$ cat config.mk
export PLATFORM = sky130hd
export DESIGN_NAME = audio_compressor_gain_ramp_top
export DESIGN_NICKNAME = d
export VERILOG_FILES = /design/src/hdl/acgr_pkg.sv /design/src/hdl/audio_compressor_gain_ramp_top.sv /design/src/hdl/acgr_div.sv /design/src/hdl/acgr_fifo.sv /design/src/hdl/acgr_front.sv /design/src/hdl/acgr_back.sv
export SDC_FILE = /design/constraint.sdc
export NUM_CORES = 2
export LEC_CHECK = 0
export BUFFER_PORTS_ARGS = -buffer_cell sky130_fd_sc_hd__clkbuf_2
export CORE_MARGIN = 2
export CORE_UTILIZATION = 55
export DETAILED_ROUTE_END_ITERATION = 8
export GPL_TIMING_DRIVEN = 0
export PLACE_DENSITY_LB_ADDON = 0.08
export SYNTH_ARGS = -nofsm -noshare
export SYNTH_HDL_FRONTEND = slang
export SYNTH_SLANG_ARGS = --single-unit
$ cat constraint.sdc
create_clock -name i_clk -period 10.2 [get_ports i_clk]
set_input_delay 1.53 -clock i_clk [delete_from_list [all_inputs] [get_ports i_clk]]
set_output_delay 1.53 -clock i_clk [all_outputs]
set_load 0.005 [all_outputs]
$ cat src/hdl/acgr_pkg.sv
`timescale 1ns / 1ps
`default_nettype none
// ----------------------------------------------------------------------------
// acgr_pkg: shared types and constants of the compressor gain ramp
// Field widths, register indexes, reset values, zone constants and the
// command record that the front hands to the back through the queue.
// ----------------------------------------------------------------------------
package acgr_pkg;

    localparam int PEAK_W          = 17;
    localparam int GAIN_W          = 16;
    localparam int DELAY_W         = 6;
    localparam int STEP_W          = 5;
    localparam int CFG_IDX_W       = 2;
    localparam int S_TDATA_W       = 24;
    localparam int M_TDATA_W       = 24;

    localparam int LEVEL_FRAC_BITS = 16;
    localparam int GAIN_FRAC_BITS  = 12;

    // divider: width fits a threshold shifted up by the gain fraction bits
    localparam int DIV_W           = PEAK_W + GAIN_FRAC_BITS;
    localparam int DIV_CNT_W       = $clog2(DIV_W);
    // lower zone quotient: num / (peak * 2^(LEVEL-GAIN)) == (num >> shift) / peak
    localparam int NUM_SHIFT       = LEVEL_FRAC_BITS - GAIN_FRAC_BITS;
    localparam int PROD_A_W        = 2 * (PEAK_W + 1);
    localparam int PROD_B_W        = 2 * PEAK_W;
    localparam int NUM_W           = PROD_A_W + 1;

    localparam logic [CFG_IDX_W-1:0] REG_UPPER = 2'd0;
    localparam logic [CFG_IDX_W-1:0] REG_LOWER = 2'd1;
    localparam logic [CFG_IDX_W-1:0] REG_SLOPE = 2'd2;

    localparam logic [PEAK_W-1:0] UPPER_RST = 17'd26214;
    localparam logic [PEAK_W-1:0] LOWER_RST = 17'd3277;
    localparam logic [PEAK_W-1:0] SLOPE_RST = 17'd0;
    localparam logic [PEAK_W:0]   LEVEL_ONE = 18'(1 << LEVEL_FRAC_BITS);

    localparam logic [GAIN_W-1:0]  GAIN_UNITY = 16'(1 << GAIN_FRAC_BITS);
    localparam logic [GAIN_W-1:0]  GAIN_CAP   = 16'(10 << GAIN_FRAC_BITS);
    localparam logic [DELAY_W-1:0] MID_DELAY  = 6'd50;
    localparam logic [STEP_W-1:0]  MID_LAST   = 5'd19;
    localparam logic [STEP_W-1:0]  LOW_LAST   = 5'd1;

    // ramp step: |diff| * i, then divide by 2 or by 20
    localparam int RAMP_PROD_W   = GAIN_W + STEP_W;
    localparam int DIV5_RECIP_W  = 20;
    localparam logic [DIV5_RECIP_W-1:0] DIV5_RECIP = 20'd838861; // ceil(2^22 / 5)
    localparam int DIV5_SHIFT    = 22;
    localparam int RECIP_PROD_W  = RAMP_PROD_W - 2 + DIV5_RECIP_W;

    localparam int QUEUE_DEPTH_DEF = 2;

    typedef struct packed {
        logic [GAIN_W-1:0] target;
        logic              mid;     // 1: 20 steps, 50 ms; 0: 2 steps, no delay
    } t_ramp_cmd;

    typedef struct packed {
        logic                 valid;
        logic [CFG_IDX_W-1:0] index;
        logic [PEAK_W-1:0]    data;
    } t_cfg_wr;

    typedef enum logic [2:0] {
        F_IDLE,
        F_PROD,
        F_SUM,
        F_DIV,
        F_PUSH
    } t_front_state;

    typedef enum logic [1:0] {
        B_IDLE,
        B_MUL,
        B_SCALE,
        B_EMIT
    } t_back_state;

endpackage
`default_nettype wire

$ cat src/hdl/audio_compressor_gain_ramp_top.sv
`timescale 1ns / 1ps
`default_nettype none
// ----------------------------------------------------------------------------
// audio_compressor_gain_ramp_top: compressor / limiter gain ramp generator
// Turns each measured peak level into a ramp of mixer gain steps.
// ----------------------------------------------------------------------------
// Usage:
//   s_axis carries one peak level per beat (tdata[16:0]). For each peak the
//   block sorts the level into limiter, unity or lower compression zone,
//   works out a target gain and sends a ramp of 2 or 20 gain beats on
//   m_axis (tdata[15:0] gain Q4.12, tdata[21:16] step delay in ms, tlast on
//   the final step of the ramp).
//   The cfg channel writes the upper threshold, lower threshold and slope
//   (index 0, 1, 2; other indexes are dropped); it is always ready. It is to be
//   written only while the block is idle: the user must keep to this, the block
//   itself does not enforce it. A unity-zone or zero peak goes straight to
//   the queue; a limiter peak and a lower-zone peak need the serial divider,
//   the lower-zone peak after a product and a sum. The back pops a command,
//   then works each gain step as multiply, scale and add. A queue of
//   QUEUE_DEPTH commands lets the front take and divide the next peaks while
//   the back ramps, so a steady stream is paced by the slower of the two.
//   Reset restores the register defaults, unity gain and the 2-step mode.
//   A stalled m_axis holds the current beat; the back waits, then the queue
//   fills and s_axis_tready drops.
// ----------------------------------------------------------------------------
module audio_compressor_gain_ramp_top #(
    parameter int QUEUE_DEPTH = acgr_pkg::QUEUE_DEPTH_DEF
) (
    input  wire logic                                i_clk,
    input  wire logic                                i_rst_n,
    input  wire logic                                s_axis_tvalid,
    output logic                                     s_axis_tready,
    input  wire logic [acgr_pkg::S_TDATA_W-1:0]      s_axis_tdata,   // [16:0] peak_level
    output logic                                     m_axis_tvalid,
    input  wire logic                                m_axis_tready,
    output logic [acgr_pkg::M_TDATA_W-1:0]           m_axis_tdata,   // [15:0] gain_value,
                                                                     // [21:16] step_delay_ms
    output logic                                     m_axis_tlast,
    input  wire logic                                i_cfg_valid,
    output logic                                     o_cfg_ready,
    input  wire logic [acgr_pkg::CFG_IDX_W-1:0]      i_cfg_index,
    input  wire logic [acgr_pkg::PEAK_W-1:0]         i_cfg_data
);

    acgr_pkg::t_cfg_wr               cfg_wr;
    acgr_pkg::t_ramp_cmd             push_cmd;
    acgr_pkg::t_ramp_cmd             pop_cmd;
    logic                            push;
    logic                            pop;
    logic                            q_full;
    logic                            q_empty;
    logic [acgr_pkg::GAIN_W-1:0]     gain;
    logic [acgr_pkg::DELAY_W-1:0]    delay;

    assign o_cfg_ready = 1'b1;
    assign cfg_wr      = '{valid: i_cfg_valid, index: i_cfg_index, data: i_cfg_data};

    acgr_front u_front (
        .i_clk        (i_clk),
        .i_rst_n      (i_rst_n),
        .i_cfg        (cfg_wr),
        .i_peak_valid (s_axis_tvalid),
        .o_peak_ready (s_axis_tready),
        .i_peak       (s_axis_tdata[acgr_pkg::PEAK_W-1:0]),
        .o_push       (push),
        .o_cmd        (push_cmd),
        .i_full       (q_full)
    );

    acgr_fifo #(
        .DEPTH (QUEUE_DEPTH)
    ) u_fifo (
        .i_clk     (i_clk),
        .i_rst_n   (i_rst_n),
        .i_push    (push),
        .i_wr_data (push_cmd),
        .o_full    (q_full),
        .i_pop     (pop),
        .o_rd_data (pop_cmd),
        .o_empty   (q_empty)
    );

    acgr_back u_back (
        .i_clk   (i_clk),
        .i_rst_n (i_rst_n),
        .i_cmd   (pop_cmd),
        .i_empty (q_empty),
        .o_pop   (pop),
        .o_valid (m_axis_tvalid),
        .i_ready (m_axis_tready),
        .o_gain  (gain),
        .o_delay (delay),
        .o_last  (m_axis_tlast)
    );

    assign m_axis_tdata = {{(acgr_pkg::M_TDATA_W - acgr_pkg::GAIN_W - acgr_pkg::DELAY_W){1'b0}},
                           delay, gain};

endmodule
`default_nettype wire

$ cat src/hdl/acgr_div.sv
`timescale 1ns / 1ps
`default_nettype none
// ----------------------------------------------------------------------------
// acgr_div: iterative restoring divider
// One quotient bit per cycle; a done pulse follows the last bit.
// ----------------------------------------------------------------------------
module acgr_div (
    input  wire logic                             i_clk,
    input  wire logic                             i_rst_n,
    input  wire logic                             i_start,
    input  wire logic [acgr_pkg::DIV_W-1:0]       i_dividend,
    input  wire logic [acgr_pkg::PEAK_W-1:0]      i_divisor,
    output logic                                  o_done,
    output logic [acgr_pkg::DIV_W-1:0]            o_quotient
);

    logic                             r_busy;
    logic                             r_done;
    logic [acgr_pkg::DIV_CNT_W-1:0]   r_cnt;
    logic [acgr_pkg::DIV_W-1:0]       r_quo;
    logic [acgr_pkg::PEAK_W-1:0]      r_rem;
    logic [acgr_pkg::PEAK_W-1:0]      r_dvs;

    logic [acgr_pkg::PEAK_W:0]        shifted;
    logic                             q_bit;
    logic [acgr_pkg::PEAK_W:0]        trial;

    always_comb begin
        shifted = {r_rem, r_quo[acgr_pkg::DIV_W-1]};
        q_bit   = (shifted >= {1'b0, r_dvs});
        trial   = q_bit ? (shifted - {1'b0, r_dvs}) : shifted;
    end

    always_ff @(posedge i_clk) begin
        if (!i_rst_n) begin
            r_busy <= 1'b0;
            r_done <= 1'b0;
            r_cnt  <= '0;
        end else begin
            r_done <= 1'b0;
            if (i_start) begin
                r_busy <= 1'b1;
                r_cnt  <= acgr_pkg::DIV_CNT_W'(acgr_pkg::DIV_W - 1);
            end else if (r_busy) begin
                if (r_cnt == '0) begin
                    r_busy <= 1'b0;
                    r_done <= 1'b1;
                end else begin
                    r_cnt <= r_cnt - 1'b1;
                end
            end
        end
    end

    always_ff @(posedge i_clk) begin
        if (i_start) begin
            r_quo <= i_dividend;
            r_rem <= '0;
            r_dvs <= i_divisor;
        end else if (r_busy) begin
            // remainder stays below the divisor, so the top bit drops out
            r_rem <= trial[acgr_pkg::PEAK_W-1:0];
            r_quo <= {r_quo[acgr_pkg::DIV_W-2:0], q_bit};
        end
    end

    assign o_done     = r_done;
    assign o_quotient = r_quo;

endmodule
`default_nettype wire

$ cat src/hdl/acgr_fifo.sv
`timescale 1ns / 1ps
`default_nettype none
// ----------------------------------------------------------------------------
// acgr_fifo: short command queue between front and back
// Holds ramp commands; the writer checks full, the reader checks empty.
// ----------------------------------------------------------------------------
module acgr_fifo #(
    parameter int DEPTH = acgr_pkg::QUEUE_DEPTH_DEF
) (
    input  wire logic                i_clk,
    input  wire logic                i_rst_n,
    input  wire logic                i_push,
    input  acgr_pkg::t_ramp_cmd      i_wr_data,
    output logic                     o_full,
    input  wire logic                i_pop,
    output acgr_pkg::t_ramp_cmd      o_rd_data,
    output logic                     o_empty
);

    localparam int PTR_W = $clog2(DEPTH);
    localparam int CNT_W = $clog2(DEPTH + 1);

    acgr_pkg::t_ramp_cmd r_mem [DEPTH];
    logic [PTR_W-1:0]    r_wr_ptr;
    logic [PTR_W-1:0]    r_rd_ptr;
    logic [CNT_W-1:0]    r_count;

    logic do_push;
    logic do_pop;

    assign o_full    = (r_count == CNT_W'(DEPTH));
    assign o_empty   = (r_count == '0);
    assign do_push   = i_push && !o_full;
    assign do_pop    = i_pop && !o_empty;
    assign o_rd_data = r_mem[r_rd_ptr];

    always_ff @(posedge i_clk) begin
        if (!i_rst_n) begin
            r_wr_ptr <= '0;
            r_rd_ptr <= '0;
            r_count  <= '0;
        end else begin
            if (do_push) begin
                r_wr_ptr <= (r_wr_ptr == PTR_W'(DEPTH - 1)) ? '0 : r_wr_ptr + 1'b1;
            end
            if (do_pop) begin
                r_rd_ptr <= (r_rd_ptr == PTR_W'(DEPTH - 1)) ? '0 : r_rd_ptr + 1'b1;
            end
            if (do_push && !do_pop) begin
                r_count <= r_count + 1'b1;
            end else if (do_pop && !do_push) begin
                r_count <= r_count - 1'b1;
            end
        end
    end

    always_ff @(posedge i_clk) begin
        if (do_push) begin
            r_mem[r_wr_ptr] <= i_wr_data;
        end
    end

endmodule
`default_nettype wire

$ cat src/hdl/acgr_front.sv
`timescale 1ns / 1ps
`default_nettype none
// ----------------------------------------------------------------------------
// acgr_front: peak classifier and target gain unit
// Holds the threshold registers and the ramp mode, sorts each peak into a
// zone, works out the target gain and queues a ramp command.
// ----------------------------------------------------------------------------
module acgr_front (
    input  wire logic                          i_clk,
    input  wire logic                          i_rst_n,
    input  acgr_pkg::t_cfg_wr                  i_cfg,
    input  wire logic                          i_peak_valid,
    output logic                               o_peak_ready,
    input  wire logic [acgr_pkg::PEAK_W-1:0]   i_peak,
    output logic                               o_push,
    output acgr_pkg::t_ramp_cmd                o_cmd,
    input  wire logic                          i_full
);

    acgr_pkg::t_front_state                r_state, n_state;
    logic [acgr_pkg::PEAK_W-1:0]           r_upper;
    logic [acgr_pkg::PEAK_W-1:0]           r_lower;
    logic [acgr_pkg::PEAK_W-1:0]           r_slope;
    logic                                  r_mid, n_mid;
    logic [acgr_pkg::PEAK_W-1:0]           r_peak, n_peak;
    logic [acgr_pkg::GAIN_W-1:0]           r_target, n_target;
    logic                                  r_upper_zone, n_upper_zone;
    logic signed [acgr_pkg::PROD_A_W-1:0]  r_prod_a;
    logic [acgr_pkg::PROD_B_W-1:0]         r_prod_b;

    logic signed [acgr_pkg::NUM_W-1:0]     num;
    logic                                  div_start;
    logic [acgr_pkg::DIV_W-1:0]            div_dividend;
    logic [acgr_pkg::PEAK_W-1:0]           div_divisor;
    logic                                  div_done;
    logic [acgr_pkg::DIV_W-1:0]            div_quotient;

    acgr_div u_div (
        .i_clk      (i_clk),
        .i_rst_n    (i_rst_n),
        .i_start    (div_start),
        .i_dividend (div_dividend),
        .i_divisor  (div_divisor),
        .o_done     (div_done),
        .o_quotient (div_quotient)
    );

    // lower zone numerator: lower * (1 - slope) + slope * peak
    assign num = $signed({r_prod_a[acgr_pkg::PROD_A_W-1], r_prod_a})
               + $signed({{(acgr_pkg::NUM_W - acgr_pkg::PROD_B_W){1'b0}}, r_prod_b});

    assign o_peak_ready = (r_state == acgr_pkg::F_IDLE);
    assign o_cmd        = '{target: r_target, mid: r_mid};

    always_comb begin
        n_state      = r_state;
        n_mid        = r_mid;
        n_peak       = r_peak;
        n_target     = r_target;
        n_upper_zone = r_upper_zone;
        div_start    = 1'b0;
        div_dividend = {r_upper, {acgr_pkg::GAIN_FRAC_BITS{1'b0}}};
        div_divisor  = i_peak;
        o_push       = 1'b0;
        unique case (r_state)
            acgr_pkg::F_IDLE: begin
                if (i_peak_valid) begin
                    n_peak = i_peak;
                    if (i_peak > r_upper) begin
                        // hard limiter: upper / peak, ramp mode kept
                        n_upper_zone = 1'b1;
                        div_start    = 1'b1;
                        n_state      = acgr_pkg::F_DIV;
                    end else if (i_peak > r_lower) begin
                        n_upper_zone = 1'b0;
                        n_mid        = 1'b1;
                        n_target     = acgr_pkg::GAIN_UNITY;
                        n_state      = acgr_pkg::F_PUSH;
                    end else begin
                        n_upper_zone = 1'b0;
                        n_mid        = 1'b0;
                        if (i_peak == '0) begin
                            n_target = acgr_pkg::GAIN_CAP;
                            n_state  = acgr_pkg::F_PUSH;
                        end else begin
                            n_state  = acgr_pkg::F_PROD;
                        end
                    end
                end
            end
            acgr_pkg::F_PROD: begin
                n_state = acgr_pkg::F_SUM;
            end
            acgr_pkg::F_SUM: begin
                div_dividend = num[acgr_pkg::NUM_SHIFT +: acgr_pkg::DIV_W];
                div_divisor  = r_peak;
                if (num[acgr_pkg::NUM_W-1] || (num == '0)) begin
                    n_target = '0;
                    n_state  = acgr_pkg::F_PUSH;
                end else begin
                    div_start = 1'b1;
                    n_state   = acgr_pkg::F_DIV;
                end
            end
            acgr_pkg::F_DIV: begin
                if (div_done) begin
                    if (!r_upper_zone && (div_quotient > acgr_pkg::DIV_W'(acgr_pkg::GAIN_CAP))) begin
                        n_target = acgr_pkg::GAIN_CAP;
                    end else begin
                        n_target = div_quotient[acgr_pkg::GAIN_W-1:0];
                    end
                    n_state = acgr_pkg::F_PUSH;
                end
            end
            acgr_pkg::F_PUSH: begin
                if (!i_full) begin
                    o_push  = 1'b1;
                    n_state = acgr_pkg::F_IDLE;
                end
            end
            default: begin
                n_state = acgr_pkg::F_IDLE;
            end
        endcase
    end

    always_ff @(posedge i_clk) begin
        if (!i_rst_n) begin
            r_state <= acgr_pkg::F_IDLE;
            r_mid   <= 1'b0;
            r_upper <= acgr_pkg::UPPER_RST;
            r_lower <= acgr_pkg::LOWER_RST;
            r_slope <= acgr_pkg::SLOPE_RST;
        end else begin
            r_state <= n_state;
            r_mid   <= n_mid;
            if (i_cfg.valid) begin
                unique case (i_cfg.index)
                    acgr_pkg::REG_UPPER: r_upper <= i_cfg.data;
                    acgr_pkg::REG_LOWER: r_lower <= i_cfg.data;
                    acgr_pkg::REG_SLOPE: r_slope <= i_cfg.data;
                    default: begin
                    end
                endcase
            end
        end
    end

    always_ff @(posedge i_clk) begin
        r_peak       <= n_peak;
        r_target     <= n_target;
        r_upper_zone <= n_upper_zone;
        r_prod_a     <= $signed({1'b0, r_lower}) * $signed(acgr_pkg::LEVEL_ONE - {1'b0, r_slope});
        r_prod_b     <= r_slope * r_peak;
    end

endmodule
`default_nettype wire

$ cat src/hdl/acgr_back.sv
`timescale 1ns / 1ps
`default_nettype none
// ----------------------------------------------------------------------------
// acgr_back: gain ramp sequencer
// Pops a ramp command and walks its steps: prev + (target - prev) * i / n,
// each step through multiply, scale and emit states, into an output register.
// ----------------------------------------------------------------------------
module acgr_back (
    input  wire logic                           i_clk,
    input  wire logic                           i_rst_n,
    input  acgr_pkg::t_ramp_cmd                 i_cmd,
    input  wire logic                           i_empty,
    output logic                                o_pop,
    output logic                                o_valid,
    input  wire logic                           i_ready,
    output logic [acgr_pkg::GAIN_W-1:0]         o_gain,
    output logic [acgr_pkg::DELAY_W-1:0]        o_delay,
    output logic                                o_last
);

    acgr_pkg::t_back_state                    r_state, n_state;
    logic [acgr_pkg::GAIN_W-1:0]              r_gain, n_gain;
    logic [acgr_pkg::STEP_W-1:0]              r_step, n_step;
    logic                                     r_out_valid, n_out_valid;
    logic [acgr_pkg::GAIN_W-1:0]              r_target;
    logic                                     r_mid;
    logic                                     r_neg;
    logic [acgr_pkg::RAMP_PROD_W-1:0]         r_prod;
    logic [acgr_pkg::GAIN_W-1:0]              r_q;
    logic [acgr_pkg::GAIN_W-1:0]              r_out_gain;
    logic [acgr_pkg::DELAY_W-1:0]             r_out_delay;
    logic                                     r_out_last;

    logic                                     neg;
    logic [acgr_pkg::GAIN_W-1:0]              mag;
    logic [acgr_pkg::RECIP_PROD_W-1:0]        recip_prod;
    logic [acgr_pkg::GAIN_W-1:0]              step_gain;
    logic [acgr_pkg::STEP_W-1:0]              last_idx;
    logic                                     load_out;

    always_comb begin
        neg        = (r_gain > r_target);
        mag        = neg ? (r_gain - r_target) : (r_target - r_gain);
        // divide by 20 as (p / 4) / 5 through the reciprocal of 5
        recip_prod = acgr_pkg::RECIP_PROD_W'(r_prod[acgr_pkg::RAMP_PROD_W-1:2])
                   * acgr_pkg::RECIP_PROD_W'(acgr_pkg::DIV5_RECIP);
        step_gain  = r_neg ? (r_gain - r_q) : (r_gain + r_q);
        last_idx   = r_mid ? acgr_pkg::MID_LAST : acgr_pkg::LOW_LAST;
    end

    always_comb begin
        n_state     = r_state;
        n_gain      = r_gain;
        n_step      = r_step;
        n_out_valid = r_out_valid && !i_ready;
        load_out    = 1'b0;
        o_pop       = 1'b0;
        unique case (r_state)
            acgr_pkg::B_IDLE: begin
                if (!i_empty) begin
                    o_pop   = 1'b1;
                    n_step  = '0;
                    n_state = acgr_pkg::B_MUL;
                end
            end
            acgr_pkg::B_MUL: begin
                n_state = acgr_pkg::B_SCALE;
            end
            acgr_pkg::B_SCALE: begin
                n_state = acgr_pkg::B_EMIT;
            end
            acgr_pkg::B_EMIT: begin
                // hold the step until the output register frees up
                if (!r_out_valid || i_ready) begin
                    load_out    = 1'b1;
                    n_out_valid = 1'b1;
                    n_gain      = step_gain;
                    if (r_step == last_idx) begin
                        n_state = acgr_pkg::B_IDLE;
                    end else begin
                        n_step  = r_step + 1'b1;
                        n_state = acgr_pkg::B_MUL;
                    end
                end
            end
            default: begin
                n_state = acgr_pkg::B_IDLE;
            end
        endcase
    end

    always_ff @(posedge i_clk) begin
        if (!i_rst_n) begin
            r_state     <= acgr_pkg::B_IDLE;
            r_gain      <= acgr_pkg::GAIN_UNITY;
            r_step      <= '0;
            r_out_valid <= 1'b0;
        end else begin
            r_state     <= n_state;
            r_gain      <= n_gain;
            r_step      <= n_step;
            r_out_valid <= n_out_valid;
        end
    end

    always_ff @(posedge i_clk) begin
        if (o_pop) begin
            r_target <= i_cmd.target;
            r_mid    <= i_cmd.mid;
        end
        if (r_state == acgr_pkg::B_MUL) begin
            r_neg  <= neg;
            r_prod <= acgr_pkg::RAMP_PROD_W'(mag) * acgr_pkg::RAMP_PROD_W'(r_step);
        end
        if (r_state == acgr_pkg::B_SCALE) begin
            r_q <= r_mid ? recip_prod[acgr_pkg::DIV5_SHIFT +: acgr_pkg::GAIN_W]
                         : r_prod[1 +: acgr_pkg::GAIN_W];
        end
        if (load_out) begin
            r_out_gain  <= step_gain;
            r_out_delay <= r_mid ? acgr_pkg::MID_DELAY : '0;
            r_out_last  <= (r_step == last_idx);
        end
    end

    assign o_valid = r_out_valid;
    assign o_gain  = r_out_gain;
    assign o_delay = r_out_delay;
    assign o_last  = r_out_last;

endmodule
`default_nettype wire

==> summary.md <==
| Metric | Value |
|---|---|
| Status | `finished, final reports clean` |
| Commonest non-fill, non-tap cell in the layout | `inv_1` |
| Yosys cell types | `90` |
| WL met1 | `51700 µm` |
| Slew Limit Fails | `0` |
| Commonest non-fill, non-tap cells in the layout | `inv_1 (932), nand2_1 (703), fa_1 (610), ha_1 (543), and2_1 (241)` |
| Synthesized flop and latch total | `363` |
| Die height | `between 200 and 300 µm` |
| Slowest cell on crit path | `xor2_1` |
| Layout cell share with drive strength beyond 1 | `0.0484` |
| Synth top area cells | `fa_1 (27%), ha_1 (15%), edfxtp_1 (12%), dfxtp_1 (7.7%), inv_1 (7.6%)` |
| Final Non-Filler Cells | `6243` |
| DR WL/cell | `between 15 and 20 µm` |
| CTS clk-pin slew, worst paths | `~60 ps` |
| Async SR Flop Fraction | `0` |
| Synth area leader | `fa_1` |
| RSZ-0062 raised after global routing | `no` |
| Top_reg_cell synth | `edfxtp_1` |
| Die footprint | `between 0.08 and 0.09 mm²` |
| Setup bufs post-CTS | `0` |
| CP top delay family | `adder cells` |
| Number of CTS-inserted buffers | `41` |
| Layout overhead on the synthesized area | `6.83%` |
| Hold crit path type | `flip-flop to flip-flop` |
| Initial antenna violation count | `3` |
| # DRC | `0` |
| IO buf count | `between 60 and 70` |
| First-pass GRT wire length | `between 150000 and 200000 µm` |
| Number of synthesized flops with an enable pin | `186` |
| Mapped Avg Cell Area | `9.17 µm²` |
| Vias in the first global route | `between 30k and 40k` |
| Vias | `~34k` |
| Worst Path Arrival | `10330 ps` |
| Placed Area | `0.0477 mm²` |
| Die Wd | `293 µm` |
| DP HPWL | `103000 µm` |
| Initial cell density of the core | `0.553` |
| Row cnt | `106` |
| 1st-iter DRT viols | `2123` |
| Routed wl met2 | `~60000 µm` |
| Register area share after synthesis | `0.198` |
| Worst-Skew Late Latency | `600 ps` |
| Fin crit period | `9850 ps` |
| Vias/cell | `5.51` |
| Grt ovf | `0` |
| Cell Area, Synth | `0.0460 mm²` |
| Worst-margin pin slew | `around 1400 ps` |
| Fin Clk Skew | `between 20 and 25 ps` |
| Mapped Cells | `~5.0k` |
| Routed Antenna Nets | `0` |
| TritonCTS clock tree | `yes` |
| DRT Pass-1 Iters | `5` |
| Total Routing Usage GR | `0.295` |
| Max Cap Violations | `0` |
| Max Fclk | `0.102 GHz` |
| Buf/Inv on CP | `9` |
| Startpoint Class | `flip-flop` |
| GP Congestion | `0.989` |
| Slew margin rel. | `0.0984` |
| Root buffer cell | `clkbuf_16` |
| YS warnings | `0` |
| CP Capture Type | `flip-flop` |
| Clock buffer depth | `3` |
| Cell area after layout | `a little under 0.05 mm²` |
| Largest net degree at the start of global routing | `30` |
| Final setup viols | `0` |
| Final wirelength | `124000 µm` |
| DP Cell Count | `6166` |
| Worst Path Required | `10680 ps` |
| H-tree levels | `2` |
| Top Metal Used | `met5` |
| Max incr delay on CP | `880 ps` |
| Core Region | `0.0833 mm²` |
| Final Hold Violating Endpoints | `0` |
| Fin Setup TNS | `0 ps` |
| Top-area cell type share of the netlist area | `0.265` |
| CP max FO | `10` |
| Met3 WL post-DR | `around 7600 µm` |
| Final core utilization | `0.590` |
| # IOs | `76` |
| Nets | `between 6k and 7k` |
| Fin crit share | `0.966` |
| Critical path class | `flip-flop to flip-flop` |
| Clock sinks | `363` |
## kinds of logic after synthesis
logic type,synth area share
AOI/OAI and AO/OA,0.0909
and+or+nand+nor,0.151
other,0.000163
muxes,0.0187
xor gates and xnor gates,0.0346
buffers and inverters,0.0939
DFF,0.198
adders and majority gates,0.413
## sequential cells by signal (all words and copies together), names as in the netlist, 20 cells and up
register and count:
u_front.r_prod_a 36, u_fifo.r_mem 34, u_front.r_prod_b 34, u_front.u_div.o_quotient 29, u_back.r_prod 20
## metrics by stage
step                      hold slack (ps)  worst slack (ps)
after floorplan                       419              2750
after global placement                423              -923
after detailed placement              431               106
after CTS                             445              80.8
after global routing                  451              42.2
final                                 444               350
## routing by layer
metal | GRT usage | vias to the layer above
li1 | - | 16294
met3 | 0.0373 | 230
met4 | 0.111 | 4
met2 | 0.502 | 1042
met5 | 0 | -
met1 | 0.387 | 16837
## cells in the mapped netlist (7+ instances only)
cell type  instances
and3_1            18
buf_1             14
ha_1             543
mux2i_1           38
or3_1             25
and2_1           241
o21a_1            29
o2111ai_1          7
nand3_1           41
a211oi_1          20
clkbuf_1         167
xor2_1            61
xnor2_1          119
nor2_1           181
a211oi_2          14
o211ai_1          27
a21oi_1          220
a31oi_1           20
mux2_4            14
nand2_1          703
nand3b_1          10
edfxtp_1         186
nand4_1           35
a21boi_0           7
o21ai_1            7
nor3_1            50
a221oi_1           8
fa_1             610
mux2_2            24
inv_1            932
nor3b_1           13
nor4_1            24
nand2b_1          39
nor2b_1           42
o21ai_0          122
or2_2             10
a21o_1            72
o21bai_1          16
a31o_2             7
dfxtp_1          177
buf_4              8
## what timing repair did
| action | in CTS | in global routing |
|---|---|---|
| endpoints found under the hold margin | 0 | 0 |
| resized for setup | 0 | 6 |
| hold buffers | 0 | 0 |
| endpoints found under the setup margin | 0 | 7 |
## path summary, 6_finish.rpt
path / start / to / slack, ps / cells past startpoint
min reg2reg: u_front.r_target[3]$_DFFE_PP_ / u_fifo.r_mem[1][4]$_DFFE_PP_ / 440 / 0
min: u_front.r_target[3]$_DFFE_PP_ / u_fifo.r_mem[1][4]$_DFFE_PP_ / 440 / 0
max reg2reg: u_front.r_slope[1]$_SDFFE_PN0P_ / u_front.r_prod_a[32]$_DFF_P_ / 350 / 30
max: u_front.r_slope[1]$_SDFFE_PN0P_ / u_front.r_prod_a[32]$_DFF_P_ / 350 / 30
## layout make-up
type / instances / area (µm²)
Antenna cell: 1 / 2.50
Buffer: 198 / 816
Clock buffer: 48 / 1110
Clock inverter: 28 / 307
Fill cell: 7518 / 34100
Inverter: 935 / 3510
Multi-Input combinational cell: 3528 / 32600
Sequential cell: 363 / 9130
Tap cell: 1080 / 1350
Timing Repair Buffer: 62 / 310
Power is left out: the tool's default activity adds up to more than one toggle a clock period on the data nets, which glitch-free logic cannot reach.
